===== src/rtl/core/tnid_pkg.sv =====
`timescale 1ns / 1ps
`default_nettype none
package tnid_pkg;

  localparam int unsigned MaxEntriesDef = 1024;
  localparam int unsigned NameBytesDef  = 20;
  localparam int unsigned FieldBytes    = 20;
  localparam int unsigned NameW         = 8 * FieldBytes;
  localparam int unsigned NumW          = 11;
  localparam int unsigned CmdW          = 2;
  localparam int unsigned StatW         = 2;

  typedef enum logic [CmdW-1:0] {
    CMD_LOAD  = 2'd0,
    CMD_QNAME = 2'd1,
    CMD_QNUM  = 2'd2,
    CMD_CLEAR = 2'd3
  } cmd_e;

  typedef enum logic [StatW-1:0] {
    ST_OK       = 2'd0,
    ST_NOTFOUND = 2'd1,
    ST_FULL     = 2'd2,
    ST_RANGE    = 2'd3
  } status_e;

  typedef struct packed {
    logic lt;
    logic eq;
  } cmp_res_t;

endpackage
`default_nettype wire


===== src/rtl/core/tnid_cmp.sv =====
`timescale 1ns / 1ps
`default_nettype none
module tnid_cmp import tnid_pkg::*; (
  input  wire logic             clk_i,
  input  wire logic             en_i,
  input  wire logic [NameW-1:0] a_i,
  input  wire logic [NameW-1:0] b_i,
  output cmp_res_t              res_o
);

  // names are packed first byte high, so an unsigned compare is strcmp order
  always_ff @(posedge clk_i) begin
    if (en_i) begin
      res_o.lt <= (a_i < b_i);
      res_o.eq <= (a_i == b_i);
    end
  end

endmodule
`default_nettype wire


===== config.mk =====
export PLATFORM = sky130hd
export DESIGN_NAME = tnid_cmp
export DESIGN_NICKNAME = d
export VERILOG_FILES = /design/src/rtl/core/tnid_pkg.sv /design/src/rtl/core/tnid_cmp.sv
export SDC_FILE = /design/constraint.sdc
export NUM_CORES = 1
export LEC_CHECK = 0
export BUFFER_PORTS_ARGS = -buffer_cell sky130_fd_sc_hd__buf_4
export CORE_MARGIN = 5
export CORE_UTILIZATION = 30
export DETAILED_ROUTE_END_ITERATION = 8
export PLACE_DENSITY_LB_ADDON = 0.2
export SYNTH_ARGS = -nofsm -noshare
export SYNTH_HDL_FRONTEND = slang
export SYNTH_SLANG_ARGS = --single-unit
export TNS_END_PERCENT = 20

===== constraint.sdc =====
create_clock -name clk_i -period 2.9 [get_ports clk_i]
set_clock_uncertainty 0.2 [all_clocks]
set_input_delay 0.58 -clock clk_i [delete_from_list [all_inputs] [get_ports clk_i]]
set_output_delay 0.58 -clock clk_i [all_outputs]
set_load 0.02 [all_outputs]

# Yosys cells after proc, flatten, opt, wreduce, memory -nomap -nowiden
# Index checks and enable logic that the tools add are counted.
[word_totals] inputBits=322 elab_cells=4 regBits=2 output_inout_bits=2
[classes] order_cmp=1 n_eq_ne=1
[ops] operator="equality test 160 bit" count=1
[ops] operator="< comparator 160 bit" count=1

# Logic depth before layout (Yosys ltp)
# Gate-level depths: netlist of run 1.
[logic_depth] depth_word=1 mapped_depth=9 ltp_nobuf=9

# Worst setup path before layout of run 1
# No wires, ideal clock.
[synth_path] kind="input -> register" start="in b_i[33]" end="reg res_o[1] (netlist name), data pin" path_stages=9 setup_time_ns=0.158 t_required_ns=2.542 arrival_ns=2.220 path_slack_ns=0.322 cell_sequence="inv_1 ha_1 a21oi_2 o21ai_1 a221o_1 o31ai_1 o21ai_1 or3_1 a211oi_2"
[synth_via] elab_chain_cells=1
[synth_lines] item="start, declared" line="tnid_cmp.sv:7" text="input wire logic [NameW-1:0] b_i,"
[synth_lines] item="< comparator 160 bit" line="tnid_cmp.sv:14" text="res_o.lt <= (a_i < b_i);"
[synth_lines] item="end, declared" line="tnid_cmp.sv:8" text="output cmp_res_t res_o"
# No other way between the ends.
# A chain may end at the register's enable or synchronous reset.

# Worst setup path in the final report of run 1
[layout_path] start="in a_i[33]" end="reg res_o[1] (netlist name), data pin"
[layout_via] elab_chain_cells=1
[layout_lines] item="start, declared" line="tnid_cmp.sv:6" text="input wire logic [NameW-1:0] a_i,"
[layout_lines] item="< comparator 160 bit" line="tnid_cmp.sv:14"
# No other way between the ends.

==> impl_metrics.xml, run 1 <==
<?xml version="1.0" encoding="UTF-8"?>
<metrics>
  <group name="layout">
    <metric name="max_flop_register" unit="">res_o</metric>
    <metric name="layout.filler_cells" unit="">1349</metric>
    <metric name="largest_reg_flops" unit="">2</metric>
    <metric name="reg.largest.list" unit="">res_o: 2 flops</metric>
    <metric name="final-seq-area" unit="µm²">60.1</metric>
    <metric name="post_route_cells_drive_above_1_share" unit="%">37.6</metric>
    <metric name="antennaDiodeCount" unit="">0</metric>
    <metric name="fin_nets" unit="">1399</metric>
    <metric name="layout_overhead_on_the_synthesized_area" unit="%">68.1</metric>
    <metric name="area_taken_by_multi_input_logic_gates" unit="µm²">3440</metric>
    <metric name="fin_area" unit="µm²">6920</metric>
    <metric name="finalNonFillerCells" unit="">1091</metric>
  </group>
  <group name="clock_tree">
    <metric name="cts_setup_buffers" unit="">0</metric>
    <metric name="cts.sinks" unit="">2</metric>
    <metric name="cts_buffers" unit="">3</metric>
    <metric name="cts_resized" unit="">0</metric>
    <metric name="ctsHtreeMaxLevel" unit="">1</metric>
    <metric name="cts.path.max_buffers" unit="">2</metric>
    <metric name="cts_tree" unit="">yes</metric>
    <metric name="cts_hold_buf" unit="">0</metric>
    <metric name="clk_root_buffer_cell" unit="">clkbuf_16</metric>
    <metric name="cts.clk_slew.worst_paths" unit="ps">30</metric>
  </group>
  <group name="grt">
    <metric name="via_count_of_the_first_global_routing_pass" unit="">5156</metric>
    <metric name="grt_first_pass_wirelength" unit="µm">23200</metric>
    <metric name="grt.total_usage" unit="%">17.3</metric>
    <metric name="gr-total-overflow" unit="">0</metric>
    <metric name="antenna_found_initial" unit="">0</metric>
    <metric name="grt_max_degree" unit="">5</metric>
  </group>
  <group name="yosys">
    <metric name="main_synth_ff_type" unit="">edfxtp_1</metric>
    <metric name="netlist_area" unit="µm²">4110</metric>
    <metric name="synth-edff-count" unit="">2</metric>
    <metric name="post_synth_num_cell_types" unit="">35</metric>
    <metric name="synth.cells.most_frequent" unit="">inv_1, ha_1, a21oi_1</metric>
    <metric name="syn_inst" unit="">578</metric>
    <metric name="yosys.area_share.simple" unit="%">16.5</metric>
    <metric name="postSynthAreaPerCell" unit="µm²">7.12</metric>
    <metric name="yosysTopAreaCellShare" unit="%">48.7</metric>
    <metric name="synth_top_family_by_area" unit="">adder cells</metric>
    <metric name="async_reset_ff_share" unit="%">0</metric>
    <metric name="multiplexer_area_fraction_after_synthesis" unit="%">0</metric>
    <metric name="ys_seq_area_share" unit="%">1.46</metric>
    <metric name="synth.yosys.warnings" unit="">0</metric>
    <metric name="ys_seq_elements" unit="">2</metric>
    <metric name="post_synth_xor_area_fraction" unit="%">0</metric>
    <metric name="synth_compound_gate_area_share" unit="%">18.6</metric>
    <metric name="synth_top_area_cell" unit="">ha_1</metric>
    <metric name="synth_top_cells_by_area" unit="">ha_1, inv_1, a21oi_1, nand4_1, nand2_1</metric>
    <metric name="post-synth-top-count-cell" unit="">inv_1</metric>
    <metric name="synth_adder_area_share" unit="%">48.7</metric>
    <metric name="synthesis.nets" unit="">1060</metric>
  </group>
  <group name="critical_path">
    <metric name="crit_path_end_kind" unit="">register</metric>
    <metric name="crit_arrival" unit="ps">2580</metric>
    <metric name="timing.critical_path.max_delay_family" unit="">compound AO/OA/AOI/OAI gates</metric>
    <metric name="critical-path-max-stage-delay" unit="ps">380</metric>
    <metric name="worst_path_most_repeated_cell" unit="">o21ai_1</metric>
    <metric name="path_max_fanout" unit="">2</metric>
    <metric name="path_cells" unit="">buf_4 -&gt; ha_1 -&gt; a21oi_2 -&gt; o21ai_1 -&gt; a221o_1 -&gt; o31ai_1 -&gt; o21ai_1 -&gt; or3_1 -&gt; a211oi_2</metric>
    <metric name="crit_required" unit="ps">2760</metric>
    <metric name="path_depth" unit="">9</metric>
    <metric name="timing.critical_path.buf_inv" unit="">1</metric>
    <metric name="timing_worst_setup_path_type" unit="">input pin to register</metric>
    <metric name="crit_path_start_kind" unit="">input pin</metric>
    <metric name="critical_path.slowest_cell" unit="">or3_1</metric>
  </group>
  <group name="route">
    <metric name="vias" unit="">5025</metric>
    <metric name="route.detailed.wl_per_inst" unit="µm">13.7</metric>
    <metric name="dr.first_iter.drc_count" unit="">104</metric>
    <metric name="drt_pass_1_iters" unit="">4</metric>
    <metric name="routed_via_density" unit="">4.61</metric>
    <metric name="route.antenna.remaining_nets" unit="">0</metric>
    <metric name="detail_route.drc_violations" unit="">0</metric>
    <metric name="route.final.wire_length" unit="µm">15000</metric>
  </group>
  <group name="placement">
    <metric name="place_ws" unit="ps">-90.0</metric>
    <metric name="placement.io_buffers" unit="">323</metric>
    <metric name="placed_cells_incl_taps" unit="">1088</metric>
    <metric name="detailed_place_hpwl" unit="µm">14500</metric>
    <metric name="final_wtd_congestion" unit="">0.841</metric>
    <metric name="placement.cell_area" unit="µm²">6840</metric>
  </group>
  <group name="power_and_ir_drop">
    <metric name="max_vdd_drop" unit="mV">0.111</metric>
    <metric name="cellPowerDensity" unit="nW/µm²">156</metric>
    <metric name="total_leakage_power" unit="nW">4.21</metric>
    <metric name="totalPowerFinal" unit="mW">1.08</metric>
  </group>
  <group name="sta">
    <metric name="maxSlewHeadroom" unit="%">69.4</metric>
    <metric name="totalNegativeSetupSlack" unit="ps">0</metric>
    <metric name="rsz0062_at_grt" unit="">no</metric>
    <metric name="worstMarginPinSlew" unit="ps">455</metric>
    <metric name="postLayoutSetupSlackWorst" unit="ps">176</metric>
    <metric name="setup-violations-final" unit="">0</metric>
    <metric name="finalCritPeriodShare" unit="%">93.9</metric>
    <metric name="achievable_frequency" unit="MHz">367</metric>
    <metric name="report.final.slew_viol_count" unit="">0</metric>
    <metric name="final_period_minus_worst_setup_slack" unit="ps">2720</metric>
    <metric name="timing.final.hold_violations" unit="">0</metric>
  </group>
  <group name="outcome">
    <metric name="status" unit="">completed</metric>
  </group>
  <group name="die">
    <metric name="row_count" unit="">42</metric>
    <metric name="die_area" unit="µm²">16200</metric>
    <metric name="ioPinCount" unit="">324</metric>
    <metric name="fp.dieH" unit="µm">127</metric>
    <metric name="start_util" unit="%">30.8</metric>
    <metric name="fp.coreArea" unit="µm²">13300</metric>
    <metric name="floorplan.die.width" unit="µm">127</metric>
  </group>
  <group name="flow_run">
    <metric name="drv_cap" unit="">0</metric>
  </group>
  <group name="hold_path">
    <metric name="hold_path_depth" unit="">1</metric>
    <metric name="worstHoldPathType" unit="">input pin to register</metric>
  </group>
</metrics>
==> layout make-up <==
cell class              instances  share of cell area, %
repair buffers                334                   36.3
well taps                     176                   3.18
inverters                     162                   8.79
multi-input cells             414                   49.8
clock buffers                   3                   1.09
flip-flops and latches          2                  0.868
==> per-layer routing <==
metal / GRT usage, % / up-vias / routed length (µm) / share of wire [%]
met1: 19.0 / 2125 / 5720 / 38
met5: 0 / - / 0 / 0
met2: 33.6 / 177 / 7740 / 52
li1: - / 2709 / - / -
met3: 4.09 / 14 / 1310 / 8.7
met4: 3.85 / 0 / 235 / 1.6
==> kinds of logic (layout without fill, tap and decap cells) <==
kind of cell / count (synthesis) / after routing
buffers and inverters: 162 / 499
adder cells (fa/ha/maj): 160 / 160
AND/OR/NAND/NOR: 130 / 130
AO/OA/AOI/OAI: 124 / 124
flip-flops: 2 / 2
==> layout by cell type (no fill, tap or decap), types with 2 or more instances in the layout <==
master	n
a21oi_2	2
nor4_1	7
o21a_1	2
ha_1	160
nand2b_1	3
inv_1	162
or3_1	2
o21bai_1	2
a221oi_1	4
nand2_1	35
nor3_1	9
o21ai_0	16
a211oi_1	5
nor2_1	11
clkbuf_16	3
a221o_1	2
edfxtp_1	2
nand3_1	21
o21ai_1	3
a21o_1	13
a21oi_1	64
nand4_1	39
buf_4	334
==> worst paths after layout <==
check	from	endpoint
setup / recovery	a_i[33]	res_o[1]
hold / removal	en_i	res_o[0]
==> through the flow <==
step                      hold WS (ps)  util, %
after floorplan                    492        -
after global placement             592     51.2
after detailed placement           593     51.2
after CTS                          369     51.8
after global routing               366     51.8
final                              371     51.8
==> power by group <==
part | internal [mW] | switching [mW]
Combinational | 0.502 | 0.336
Clock | 0.175 | 0.0310
Sequential | 0.0349 | 0.000769
Total | 0.712 | 0.368
Note: power is estimated with default switching activity, not from simulation.
==> run 2: changes to the inputs <==
CORE_AREA = 5 5 121 123   (was unset)
CORE_MARGIN = unset   (was 5)
CORE_UTILIZATION = unset   (was 30)
DIE_AREA = 0 0 126 128   (was unset)
==> run 2 against run 1 <==
  * Power down 0.72%
  * First-iteration DRC count down 20%
  * Clock power hardly changed
  * Sequential share of layout area is essentially flat
  * Critical path type unchanged
  * Largest power group unchanged
==> impl_metrics.xml, run 2 (synthesized netlist as in run 1, its figures left out) <==
<?xml version="1.0" encoding="UTF-8"?>
<metrics>
  <group name="route">
    <metric name="detail_route.drc_violations" unit="">0</metric>
    <metric name="route.antenna.remaining_nets" unit="">0</metric>
    <metric name="dr.first_iter.drc_count" unit="">83</metric>
    <metric name="route.final.wire_length" unit="µm">14300</metric>
    <metric name="route.detailed.wl_per_inst" unit="µm">13.1</metric>
    <metric name="vias" unit="">5007</metric>
    <metric name="routed_via_density" unit="">4.58</metric>
    <metric name="drt_pass_1_iters" unit="">4</metric>
  </group>
  <group name="die">
    <metric name="fp.coreArea" unit="µm²">13600</metric>
    <metric name="ioPinCount" unit="">324</metric>
    <metric name="start_util" unit="%">30.3</metric>
    <metric name="floorplan.die.width" unit="µm">126</metric>
    <metric name="row_count" unit="">43</metric>
    <metric name="fp.dieH" unit="µm">128</metric>
    <metric name="die_area" unit="µm²">16100</metric>
  </group>
  <group name="sta">
    <metric name="rsz0062_at_grt" unit="">no</metric>
    <metric name="worstMarginPinSlew" unit="ps">442</metric>
    <metric name="maxSlewHeadroom" unit="%">70.3</metric>
    <metric name="postLayoutSetupSlackWorst" unit="ps">212</metric>
    <metric name="setup-violations-final" unit="">0</metric>
    <metric name="final.hold.worst_slack" unit="ps">369</metric>
    <metric name="report.final.slew_viol_count" unit="">0</metric>
    <metric name="final_period_minus_worst_setup_slack" unit="ps">2690</metric>
    <metric name="timing.final.hold_violations" unit="">0</metric>
    <metric name="finalCritPeriodShare" unit="%">92.7</metric>
    <metric name="totalNegativeSetupSlack" unit="ps">0</metric>
    <metric name="achievable_frequency" unit="MHz">372</metric>
  </group>
  <group name="power_and_ir_drop">
    <metric name="internal_power" unit="µW">707</metric>
    <metric name="switching_share_of_power" unit="%">34.0</metric>
    <metric name="cellPowerDensity" unit="nW/µm²">155</metric>
    <metric name="max_vdd_drop" unit="mV">0.123</metric>
    <metric name="share_seq_of_total_power" unit="%">3.3</metric>
    <metric name="share_comb_of_total_power" unit="%">77.2</metric>
    <metric name="power.net_switching" unit="µW">365</metric>
    <metric name="total_leakage_power" unit="nW">4.20</metric>
    <metric name="clockPowerShare" unit="%">19.5</metric>
  </group>
  <group name="placement">
    <metric name="placement.io_buffers" unit="">323</metric>
    <metric name="final_wtd_congestion" unit="">0.845</metric>
    <metric name="place_ws" unit="ps">-156</metric>
    <metric name="detailed_place_hpwl" unit="µm">13900</metric>
    <metric name="placement.cell_area" unit="µm²">6830</metric>
  </group>
  <group name="clock_tree">
    <metric name="cts_tree" unit="">yes</metric>
    <metric name="clk_root_buffer_cell" unit="">clkbuf_16</metric>
    <metric name="cts_resized" unit="">0</metric>
    <metric name="cts.clk_slew.worst_paths" unit="ps">30</metric>
    <metric name="cts_buffers" unit="">3</metric>
    <metric name="cts_hold_buf" unit="">0</metric>
    <metric name="cts.path.max_buffers" unit="">2</metric>
    <metric name="cts_setup_buffers" unit="">0</metric>
    <metric name="cts.sinks" unit="">2</metric>
    <metric name="ctsHtreeMaxLevel" unit="">1</metric>
  </group>
  <group name="grt">
    <metric name="grt_max_degree" unit="">5</metric>
    <metric name="antenna_found_initial" unit="">0</metric>
    <metric name="grt.total_usage" unit="%">16.9</metric>
    <metric name="gr-total-overflow" unit="">0</metric>
    <metric name="via_count_of_the_first_global_routing_pass" unit="">5102</metric>
    <metric name="grt_first_pass_wirelength" unit="µm">22700</metric>
  </group>
  <group name="layout">
    <metric name="fin_area" unit="µm²">6910</metric>
    <metric name="layout.filler_cells" unit="">1428</metric>
    <metric name="post_route_cells_drive_above_1_share" unit="%">37.6</metric>
    <metric name="most_used_cells_in_the_layout_excluding_fill_and_tap_cells" unit="">buf_4, inv_1, ha_1, a21oi_1, nand4_1</metric>
    <metric name="commonest_non_fill_non_tap_cell_in_the_layout" unit="">buf_4</metric>
    <metric name="reg.largest.list" unit="">res_o: 2 flops</metric>
    <metric name="layout_overhead_on_the_synthesized_area" unit="%">68.1</metric>
    <metric name="fin_nets" unit="">1397</metric>
    <metric name="max_flop_register" unit="">res_o</metric>
    <metric name="largest_reg_flops" unit="">2</metric>
    <metric name="antennaDiodeCount" unit="">0</metric>
  </group>
  <group name="outcome">
    <metric name="status" unit="">completed</metric>
  </group>
  <group name="hold_path">
    <metric name="worstHoldPathType" unit="">input pin to register</metric>
  </group>
  <group name="critical_path">
    <metric name="crit_arrival" unit="ps">2550</metric>
    <metric name="crit_path_start_kind" unit="">input pin</metric>
    <metric name="timing_worst_setup_path_type" unit="">input pin to register</metric>
    <metric name="crit_path_end_kind" unit="">register</metric>
    <metric name="path_max_fanout" unit="">2</metric>
    <metric name="crit_required" unit="ps">2760</metric>
  </group>
  <group name="flow_run">
    <metric name="drv_cap" unit="">0</metric>
  </group>
</metrics>
## run 2: cell count changes in the layout (fill, tap and decap cells not counted), sizes merged
cell / before / now
buf: 334 / 332
## run 2: path summary, 6_finish.rpt
check	from	to	slack (ps)	cells after the start
setup / recovery	a_i[33]	res_o[1]	210	9
hold / removal	en_i	res_o[0]	370	1
## run 2: area by class of cell
cell class / count / area [µm²] / share of cell area [%]
clock buffer: 3 / 75.1 / 1.09
inverter: 162 / 608 / 8.80
timing repair buffer: 332 / 2490 / 36.1
tap: 180 / 225 / 3.26
multi-input combinational: 414 / 3450 / 49.9
sequential: 2 / 60.1 / 0.869
## run 2: through the flow
step | util (%) | total power [mW] | cells
5_1_grt | 51.0 | 1.21 | 1093
3_3_place_gp | 50.4 | 0.863 | 1090
4_1_cts | 50.9 | 1.09 | 1093
2_1_floorplan | - | 0.426 | 578
3_5_place_dp | 50.4 | 0.870 | 1090
6_report | 51.0 | 1.07 | 1093
## run 2: power groups by stage
stage | clock network (mW) | logic (mW) | registers [mW]
floorplan | 0 | 0.387 | 0.0391
global placement | 0 | 0.828 | 0.0357
detailed placement | 0 | 0.834 | 0.0360
CTS | 0.212 | 0.839 | 0.0357
global route | 0.216 | 0.957 | 0.0358
finish | 0.209 | 0.827 | 0.0355
## run 2: worst max-delay path, stage by stage
cell and delay, ps:
buf_4 110, ha_1 310, a21oi_2 130, o21ai_1 80
a221o_1 340, o31ai_1 320, o21ai_1 100, or3_1 380
a211oi_2 180
## run 2: metal layers
metal	share of wire, %	vias to the layer above	track usage (%)
met2	52	184	31.8
met5	0	-	0
li1	-	2701	-
met3	7.8	22	3.67
met1	38	2100	19.0
met4	2.4	0	5.05
